[src/atcr_pkg.sv]
// Package for the tile collision resolver: register indexes, request codes, widths, FSM states.
// No dependencies.
package atcr_pkg;
   localparam logic [1:0] CSR_MAP_WIDTH = 2'd0;
   localparam logic [1:0] CSR_MAP_HEIGHT = 2'd1;
   localparam logic [1:0] CSR_TILE_SIZE = 2'd2;
   localparam logic REQ_WRITE = 1'b0;
   localparam logic REQ_RESOLVE = 1'b1;
   localparam int POS_W = 20;
   localparam int WIDE_W = 26;

   typedef enum logic [3:0] {
      ST_IDLE, ST_CLR, ST_DIV, ST_SETUP, ST_ISSUE, ST_CHECK, ST_PASS_END, ST_OUT
   } state_type;
endpackage

[src/atcr_div.sv]
// Iterative unsigned divider, one quotient bit per cycle (restoring).
// Depends on atcr_pkg.
module atcr_div
   import atcr_pkg::*;
(
   input  logic                clock,
   input  logic                reset,
   input  logic                start,
   input  logic [WIDE_W-1:0]   dividend,
   input  logic [12:0]         divisor,
   output logic                done,
   output logic [WIDE_W-1:0]   quotient
);
   localparam int CW = $clog2(WIDE_W + 1);
   logic [WIDE_W-1:0] q_ff, q_in;
   logic [13:0] r_ff, r_in;
   logic [CW-1:0] cnt_ff, cnt_in;
   logic busy_ff, busy_in;
   logic [13:0] trial;

   always_comb begin
      q_in = q_ff;
      r_in = r_ff;
      cnt_in = cnt_ff;
      busy_in = busy_ff;
      trial = {r_ff[12:0], q_ff[WIDE_W-1]};
      if (start) begin
         q_in = dividend;
         r_in = '0;
         cnt_in = CW'(WIDE_W);
         busy_in = 1'b1;
      end else if (busy_ff) begin
         if (trial >= {1'b0, divisor}) begin
            r_in = trial - {1'b0, divisor};
            q_in = {q_ff[WIDE_W-2:0], 1'b1};
         end else begin
            r_in = trial;
            q_in = {q_ff[WIDE_W-2:0], 1'b0};
         end
         cnt_in = cnt_ff - 1'b1;
         if (cnt_ff == CW'(1)) busy_in = 1'b0;
      end
   end

   always_ff @(posedge clock) begin
      q_ff <= q_in;
      r_ff <= r_in;
      if (reset) begin
         busy_ff <= 1'b0;
         cnt_ff <= '0;
      end else begin
         busy_ff <= busy_in;
         cnt_ff <= cnt_in;
      end
   end

   assign done = busy_ff && (cnt_ff == CW'(1));
   assign quotient = q_in;
endmodule

[config.mk]
export PLATFORM = sky130hd
export DESIGN_NAME = atcr_div
export DESIGN_NICKNAME = d
export VERILOG_FILES = /design/src/atcr_pkg.sv /design/src/atcr_div.sv
export SDC_FILE = /design/constraint.sdc
export NUM_CORES = 1
export LEC_CHECK = 0
export BUFFER_PORTS_ARGS = -buffer_cell sky130_fd_sc_hd__clkbuf_2
export CORE_AREA = 5 5 71 85
export CTS_CLUSTER_SIZE = 12
export DETAILED_ROUTE_END_ITERATION = 10
export DIE_AREA = 0 0 76 90
export PLACE_DENSITY_LB_ADDON = 0.1
export SYNTH_ARGS = -nofsm -noshare
export SYNTH_HDL_FRONTEND = slang
export SYNTH_SLANG_ARGS = --single-unit
[constraint.sdc]
create_clock -name clock -period 6.35 [get_ports clock]
set_input_delay 0.635 -clock clock [delete_from_list [all_inputs] [get_ports clock]]
set_output_delay 0.635 -clock clock [all_outputs]
set_load 0.03 [all_outputs]
# Yosys cells after proc, flatten, opt, wreduce, memory -nomap -nowiden

Cells that the tools add are included.

Input port bits: 42
Word-level logic and storage cells: 21
Output and inout port bits: 27
Register bits after elaboration: 45

Muxes and demuxes: 9
Add/subtract/negate cells: 2
Reduce and logical (&&, ||, !) cells: 3
Equality and inequality tests: 1
Magnitude comparators: 1

Operator list:

| cell                  | number |
|---|---|
| $mux W26              | 2 |
| $ge A14 B13 Y1        | 1 |
| $mux W13              | 1 |
| $sub A13 B13 Y13      | 1 |
| $mux W5               | 2 |
| $eq A5 B1 Y1 const B  | 1 |
| $sub A5 B1 Y5 const B | 1 |
| $mux W1               | 4 |
| $reduce_bool A2 Y1    | 1 |
| $reduce_or A2 Y1      | 1 |
| $logic_and A1 B1 Y1   | 1 |

# Logic depth before layout (Yosys ltp)

Gate-level depths: netlist of run 1.

Depth in word-level cells: 4
Gate-level depth with buffers: 10
Depth with buffers taken out: 9

# Worst setup path before layout of run 1

OpenSTA, ideal clock, no wires.

Path kind: input -> output
Start: input port divisor[0]
End: output port quotient[0]
Data required time: 5.715 ns
Data arrival time: 2.761 ns
Setup slack: 2.954 ns
Buffers on the path: 0
Stages on the path: 8
Cells stage by stage: ha_1 fa_1 nand2b_1 a211oi_4 o211ai_2 nand3_2 mux2i_1 o21ai_0

Cells in the longest elaborated chain, start to end: 4

RTL lines:

| element         | RTL line       | text |
|---|---|---|
| start, declared | atcr_div.sv:10 | `input logic [12:0] divisor,` |
| $ge A14 B13 Y1  | atcr_div.sv:33 | `if (trial >= {1'b0, divisor}) begin` |
| $mux W1         | atcr_div.sv:33 |  |
| $mux W26        | atcr_div.sv:32 | `end else if (busy_ff) begin` |
| $mux W26        | atcr_div.sv:27 | `if (start) begin` |
| end, declared   | atcr_div.sv:12 | `output logic [WIDE_W-1:0] quotient` |

Every way passes these cells.

# Final worst setup path of run 1

Ends and elaborated chain as after synthesis.

==> results of run 1 <==
-- logic make-up (layout without fill, tap and decap cells) --
| group | Yosys count | count (layout) | share of synthesized area |
|---|---|---|---|
| xor gates and xnor gates | 9 | 9 | 0.02915 |
| DFF | 45 | 45 | 0.3332 |
| buffers and inverters | 35 | 98 | 0.05275 |
| muxes | 28 | 28 | 0.1055 |
| AOI/OAI and AO/OA | 79 | 79 | 0.2143 |
| adders and majority gates | 16 | 16 | 0.07682 |
| and+or+nand+nor | 105 | 105 | 0.1883 |
-- metal layers --
metal | share of wire | track usage | routed length, um
met5 | 0 | 0 | 0
met4 | 0.011 | 0.06380 | 68
met3 | 0.050 | 0.04400 | 296
met2 | 0.48 | 0.2857 | 2818
met1 | 0.46 | 0.2193 | 2735
-- where the power goes --
group          switching (uW)  total, uW  internal [uW]
Clock                    91.4        169           77.9
Sequential               22.8        334            312
Combinational             148        247           98.1
-- layout make-up --
type,count,area (um2),area share
repair buffers,70,355.3,0.1127
clock inverters,1,7.507,0.002380
clock buffers,7,76.32,0.02420
multi-input cells,237,1660,0.5264
inverters,20,75.07,0.02380
well taps,62,77.57,0.02459
flip-flops and latches,45,902.1,0.2860
-- synthesized netlist by cell type, types with 5 or more instances --
cell / number
a21o_1: 5
a21oi_1: 10
a311oi_2: 6
clkbuf_1: 7
dfxtp_1: 45
ha_1: 15
inv_1: 18
mux2i_1: 27
nand2_1: 46
nand2b_1: 6
nand3_1: 5
nor2_1: 19
nor3_1: 5
o21ai_0: 34
xnor2_1: 7
-- worst reg2reg max path: stages (launching register included) --
cell and delay, ns:
dfxtp_1 0.34, inv_1 0.06, ha_1 0.20, fa_1 0.38, nand2b_1 0.22, a211oi_4 0.31
o211ai_2 0.14, and3_4 0.26, mux2_4 0.31, a211oi_2 0.19
-- through the flow --
stage	hold slack [ns]	cell area [um2]	cells
finish	0.5336	3154	442
global route	0.5665	3154	442
CTS	0.5417	3154	442
detailed placement	0.5295	3070	434
global placement	0.5259	3070	434
floorplan	0.4849	2704	317
-- sequential cells by signal, indices dropped and copies added (netlist names) --
register	cells
q_ff	26
r_ff	13
cnt_ff	5
busy_ff	1
-- how the worst max path moves through the flow --
| stage | startpoint | to | slack (ns) | cells after the start |
|---|---|---|---|---|
| after floorplan | divisor[0] | quotient[0] | 2.95 | 8 |
| after global placement | divisor[0] | quotient[0] | 3.04 | 10 |
| after detailed placement | divisor[0] | quotient[0] | 3.00 | 10 |
| after CTS | divisor[0] | quotient[0] | 2.98 | 10 |
| after global routing | q_ff[25] | quotient[0] | 2.79 | 10 |
| final | divisor[0] | quotient[0] | 2.99 | 10 |
==> results.toml, run 1 <==
[status]
status = "complete, no violations"

[cells_and_area]
nets = 437
fill_cells = 487
layout-drive-gt1-share = 0.2526
mostFrequentLayoutCells = "68 x clkbuf_2, 46 x nand2_1, 44 x dfxtp_1"
num_antenna_cells = 0
layout_commonest_cell = "clkbuf_2"
area_growth_pct = 16.66
final_util = 0.6079

[setup_path]
path_cells = "clkbuf_2 -> ha_1 -> fa_1 -> nand2b_1 -> a211oi_4 -> o211ai_2 -> nand3_2 -> mux2i_1 -> o21ai_0 -> clkbuf_2"
worstReg2RegStart = "q_ff[25]"
critical-path-max-stage-delay_ns = 0.38
critPathTopFamily = "compound AO/OA/AOI/OAI gates"
cp_common_cell = "clkbuf_2"
cp_slowest_cell = "fa_1"
worstPathArrival_ns = 2.73
path_buf_inv = 2
crit_type = "input port to primary output"
rrSetupSlack_ns = 3.85
end_kind = "primary output"
crit_required_ns = 5.71
critical_path_peak_fanout = 9
r2r_end = "r_ff[0]"
start_kind = "input port"
reg2reg_depth = 9

[logic_synthesis]
synth_ff_type = "dfxtp_1"
synthesis.area_mm2 = 0.002704
yosys_register_bits = 45
synth_fp_nets = 375
synth_edf_count = 0
synth_top_cell_area_share = 0.3332
synth-seq-area-share = 0.3332
syn_area_per_cell_um2 = 8.529
yosysWarnings = 0
ys_types = 54
ys_top_cells_by_area = "dfxtp_1 33%, mux2i_1 10%, ha_1 6.9%, nand2_1 6.4%, o21ai_0 6.3%"
yosysTopAreaCell = "dfxtp_1"
synthCells = 317
synthArstFlopShare = 0

[global_route]
grt_use_total = 0.1746
overflow = 0
grt_pass1_wl_um = 10140
grt_pass1_vias = 2251
grt_max_degree = 70
antenna_found_initial = 0

[route]
vias_per_cell = 5.385
drt_pass1_iterations = 4
ant_nets = 0
wl_um = 5918
vias = 2380
drt_drc_violations_left = 0
avgRoutedWirePerCell_um = 13.39
drtIter0Drc = 107

[flow_run]
drv_cap = 0

[pwr]
vdd_drop_max_mv = 0.1109
p_per_area_mw_per_mm2 = 237.8
p_leak_uw = 0.001469
finalPower_uw = 750.1

[die]
rows = 29
fp.dieW_um = 76
ioPinCount = 69
die-area_mm2 = 0.006840
core-area_mm2 = 0.005189
die_h_um = 90
start_util = 0.5211

[timing]
finalHoldViolCount = 0
fin_crit_sh = 0.5294
relSlewSlack = 0.5047
setup_violations = 0
drv_slew = 0
layout_setup_ws_ns = 2.988
post-route-min-period_ns = 3.362
worstMarginPinSlew_ns = 0.7430
fin_setup_tns_ns = 0
rsz0062_at_grt = "false"
finalClockSkew_ns = 0.004538
max_freq_mhz = 297.5

[place]
io_buffers = 68
gp_congestion = 0.8502
hpwl_um = 4474
place_ws_ns = 2.998

[min_path]
min_from = "r_ff[1]"
hold_path_class = "flop to flop"
min_to = "r_ff[2]"
min_path_cells = 2

[clock_network]
tritoncts = "done"
hold_buffers = 0
cts_setup_buffers = 0
clock_path_buffers = 2
clockRootBuffer = "clkbuf_8"
ctsHtreeMaxLevel = 2
cts_buffers = 5
clock_latency_ns = 0.29
cts_resized = 0
numClockSinks = 45
clk_transition_reported_paths_ns = 0.08
Power figures use the tool's default switching activity.
==> run 2: changes to the inputs <==
--- a/config.mk
+++ b/config.mk
@@ -6,10 +6,10 @@
 export NUM_CORES = 1
 export LEC_CHECK = 0
 export BUFFER_PORTS_ARGS = -buffer_cell sky130_fd_sc_hd__clkbuf_2
-export CORE_AREA = 5 5 71 85
+export CORE_AREA = 5 5 72 87
 export CTS_CLUSTER_SIZE = 12
 export DETAILED_ROUTE_END_ITERATION = 10
-export DIE_AREA = 0 0 76 90
+export DIE_AREA = 0 0 77 92
 export PLACE_DENSITY_LB_ADDON = 0.1
 export SYNTH_ARGS = -nofsm -noshare
 export SYNTH_HDL_FRONTEND = slang
==> constraint.sdc (replaced) <==
create_clock -name clock -period 3.3 [get_ports clock]
set_input_delay 0.33 -clock clock [delete_from_list [all_inputs] [get_ports clock]]
set_output_delay 0.33 -clock clock [all_outputs]
set_load 0.03 [all_outputs]
==> results.toml, run 2 (synthesized netlist as in run 1, its figures left out) <==
[cells_and_area]
largest_reg_flops = 26
layout-drive-gt1-share = 0.2598
layout_commonest_cell = "clkbuf_2"
largest_register = "q_ff"
area_growth_pct = 17.17
mostFrequentLayoutCells = "68 x clkbuf_2, 46 x nand2_1, 44 x dfxtp_1"
num_antenna_cells = 0
layoutNonFillerInstCount = 443
nets = 438
reg_top3 = "q_ff: 26 flops, r_ff: 13 flops, cnt_ff: 5 flops"

[clock_network]
numClockSinks = 45
clk_transition_reported_paths_ns = 0.09
tritoncts = "done"
ctsHtreeMaxLevel = 2
hold_buffers = 0
cts_resized = 0
cts_buffers = 5
clock_path_buffers = 2
clock_latency_ns = 0.29
cts_setup_buffers = 0
clockRootBuffer = "clkbuf_8"

[timing]
rsz0062_at_grt = "false"
worstMarginPinSlew_ns = 0.5409
setup_violations = 0
relSlewSlack = 0.6394
holdWs_ns = 0.2655
finalClockSkew_ns = 0.004951
finalHoldViolCount = 0
fin_setup_tns_ns = 0
drv_slew = 0
layout_setup_ws_ns = 0.2614
post-route-min-period_ns = 3.039
fin_crit_sh = 0.9208
max_freq_mhz = 329.1

[pwr]
p_leak_uw = 0.001480
p_per_area_mw_per_mm2 = 460.7
finalPower_uw = 1460
vdd_drop_max_mv = 0.1834

[setup_path]
r2r_end = "r_ff[0]"
reg2reg_depth = 9
critical_path_peak_fanout = 9
start_kind = "flop"
worstReg2RegStart = "q_ff[25]"
rrSetupSlack_ns = 0.79
crit_type = "flop to primary output"
crit_required_ns = 2.97
worstPathArrival_ns = 2.71
end_kind = "primary output"

[place]
gp_congestion = 0.8341
place_ws_ns = 0.5242
hpwl_um = 4531
dp.cells = 435
io_buffers = 68

[die]
start_util = 0.5139
die_h_um = 92
fp.dieW_um = 77
core-area_mm2 = 0.005261
die-area_mm2 = 0.007084
ioPinCount = 69
rows = 29

[status]
status = "complete, no violations"

[global_route]
overflow = 0
grt_max_degree = 47
grt_pass1_vias = 2222
antenna_found_initial = 0
grt_use_total = 0.1652
grt_pass1_wl_um = 9977

[route]
drt_drc_violations_left = 0
avgRoutedWirePerCell_um = 13.22
drtIter0Drc = 67
wl_um = 5858
vias_per_cell = 5.354
drt_pass1_iterations = 4
ant_nets = 0
vias = 2372

[min_path]
min_path_cells = 3
min_from = "dividend[16]"
hold_path_class = "input port to flop"
min_to = "q_ff[16]"

[flow_run]
drv_cap = 0
run 2: metrics by stage:
stage	area (um2)	util
CTS	3168	0.6021
detailed placement	3078	0.5850
floorplan	2704	-
finish	3168	0.6021
global placement	3078	0.5850
global route	3168	0.6021
run 2: metal layers:
metal	routed length [um]	share of wire	GRT usage	vias to the layer above
met5	0	0	0	-
li1	-	-	-	1252
met3	326	0.056	0.03725	7
met1	2594	0.44	0.1929	1065
met2	2869	0.49	0.3017	48
met4	68	0.012	0.04298	0
run 2: power by group:
group | total [uW] | internal [uW] | switching, uW
Combinational | 476 | 189 | 287
Clock | 342 | 150 | 192
Sequential | 641 | 599 | 41.9
Total | 1460 | 939 | 521
run 2: layout make-up:
| type | instances | area [um2] |
|---|---|---|
| Tap cell | 62 | 77.57 |
| Clock buffer | 5 | 68.82 |
| Clock inverter | 3 | 21.27 |
| Timing Repair Buffer | 71 | 362.8 |
| Multi-Input combinational cell | 237 | 1660 |
| Inverter | 20 | 75.07 |
| Sequential cell | 45 | 902.1 |
| Fill cell | 507 | 2093 |
run 2: how the worst max path moves through the flow:
| stage | from | to | slack, ns | cells past startpoint |
|---|---|---|---|---|
| 2_1_floorplan | q_ff[25] | quotient[0] | 0.50 | 9 |
| 3_3_place_gp | divisor[0] | quotient[0] | 0.59 | 10 |
| 3_5_place_dp | divisor[0] | quotient[0] | 0.52 | 10 |
| 4_1_cts | q_ff[25] | quotient[0] | 0.23 | 10 |
| 5_1_grt | q_ff[25] | quotient[0] | 0.05 | 10 |
| 6_report | q_ff[25] | quotient[0] | 0.26 | 10 |
run 2: critical path, cell delays in order, from the launching register on:
cell and delay, ns:
dfxtp_1 0.34, inv_1 0.05, ha_1 0.21, fa_1 0.39, nand2b_1 0.23, a211oi_4 0.31, o211ai_2 0.15, nand3_2 0.19
mux2i_1 0.10, o21ai_0 0.20, clkbuf_2 0.25
==> run 3: changes to the inputs <==
==> constraint.sdc (replaced) <==
create_clock -name clock -period 3.3 [get_ports clock]
set_input_delay 0.33 -clock clock [delete_from_list [all_inputs] [get_ports clock]]
set_output_delay 0.33 -clock clock [all_outputs]
set_load 0.02 [all_outputs]
==> results.toml, run 3 (synthesized netlist as in run 1, its figures left out) <==
[route]
ant_nets = 0
vias_per_cell = 5.368
drt_pass1_iterations = 4
wl_um = 5876
vias = 2378
avgRoutedWirePerCell_um = 13.26
drt_drc_violations_left = 0
drtIter0Drc = 73

[min_path]
hold_path_class = "input port to flop"

[setup_path]
critical_path_peak_fanout = 9
crit_type = "flop to primary output"
worstPathArrival_ns = 2.66
start_kind = "flop"
end_kind = "primary output"
crit_required_ns = 2.97

[cells_and_area]
nets = 438
largest_register = "q_ff"
reg_top3 = "q_ff: 26 flops, r_ff: 13 flops, cnt_ff: 5 flops"
finalInstanceArea_mm2 = 0.003179
largest_reg_flops = 26
area_growth_pct = 17.58
layout-drive-gt1-share = 0.2598
layout_commonest_cell = "clkbuf_2"
mostFrequentLayoutCells = "68 x clkbuf_2, 46 x nand2_1, 44 x dfxtp_1"
num_antenna_cells = 0

[global_route]
antenna_found_initial = 0
grt_use_total = 0.1582
grt_pass1_wl_um = 9466
grt_pass1_vias = 2107
grt_max_degree = 43
overflow = 0

[pwr]
finalPower_uw = 1456
p_per_area_mw_per_mm2 = 457.9
p_leak_uw = 0.001490
vdd_drop_max_mv = 0.1801

[timing]
post-route-min-period_ns = 2.993
fin_crit_sh = 0.9071
worstMarginPinSlew_ns = 0.4963
finalClockSkew_ns = 0.004302
drv_slew = 0
fin_setup_tns_ns = 0
rsz0062_at_grt = "false"
finalHoldViolCount = 0
max_freq_mhz = 334.1
setup_violations = 0
relSlewSlack = 0.6691

[clock_network]
clk_transition_reported_paths_ns = 0.08
hold_buffers = 0
tritoncts = "done"
clock_latency_ns = 0.29
clock_path_buffers = 2
cts_buffers = 5
cts_setup_buffers = 0
cts_resized = 0
numClockSinks = 45
clockRootBuffer = "clkbuf_8"
ctsHtreeMaxLevel = 2

[die]
core-area_mm2 = 0.005261
fp.dieW_um = 77
start_util = 0.5139
ioPinCount = 69
die-area_mm2 = 0.007084
rows = 29
die_h_um = 92

[status]
status = "complete, no violations"

[place]
gp_congestion = 0.8129
hpwl_um = 4524
io_buffers = 68
dpl_cell_area_mm2 = 0.003078

[flow_run]
drv_cap = 0
-- run 3: cell type report --
cell class                      count  area, um2
Timing Repair Buffer               71      362.8
Fill cell                         499       2082
Clock buffer                        7      96.34
Sequential cell                    45      902.1
Tap cell                           62      77.57
Clock inverter                      1      5.005
Inverter                           20      75.07
Multi-Input combinational cell    237       1660
-- run 3: critical path, stage by stage (launching register included) --
cell and delay [ns]:
dfxtp_1 0.33, inv_1 0.05, ha_1 0.21, fa_1 0.39, nand2b_1 0.23, a211oi_4 0.32
o211ai_2 0.14, nand3_2 0.19, mux2i_1 0.10, o21ai_0 0.20, clkbuf_2 0.21
-- run 3: path summary, 6_finish.rpt --
check | slack, ns | end | from | cells after the start
setup / recovery | 0.31 | quotient[0] | q_ff[25] | 10
hold / removal | 0.27 | q_ff[16] | dividend[16] | 3
setup reg to reg | 0.77 | r_ff[0] | q_ff[25] | 9
hold reg to reg | 0.54 | r_ff[4] | r_ff[3] | 2
-- run 3: layer usage --
layer | GRT usage | share of wire
met5 | 0 | 0
met4 | 0.04728 | 0.011
met3 | 0.03235 | 0.051
met2 | 0.2840 | 0.49
met1 | 0.1884 | 0.45
-- run 3: metrics by stage --
stage	util	std cells	setup WS (ns)	hold WS [ns]
floorplan	-	317	0.7086	0.3991
global placement	0.5850	435	0.6296	0.5245
detailed placement	0.5850	435	0.5631	0.5253
CTS	0.6043	443	0.2949	0.2649
global route	0.6043	443	0.1347	0.2630
finish	0.6043	443	0.3066	0.2708
-- run 3: report_power, final --
group | total (uW) | internal (uW) | leakage (uW) | switching [uW]
Clock | 365 | 189 | 0.0000542 | 175
Sequential | 634 | 599 | 0.000376 | 34.8
Combinational | 457 | 189 | 0.00106 | 268
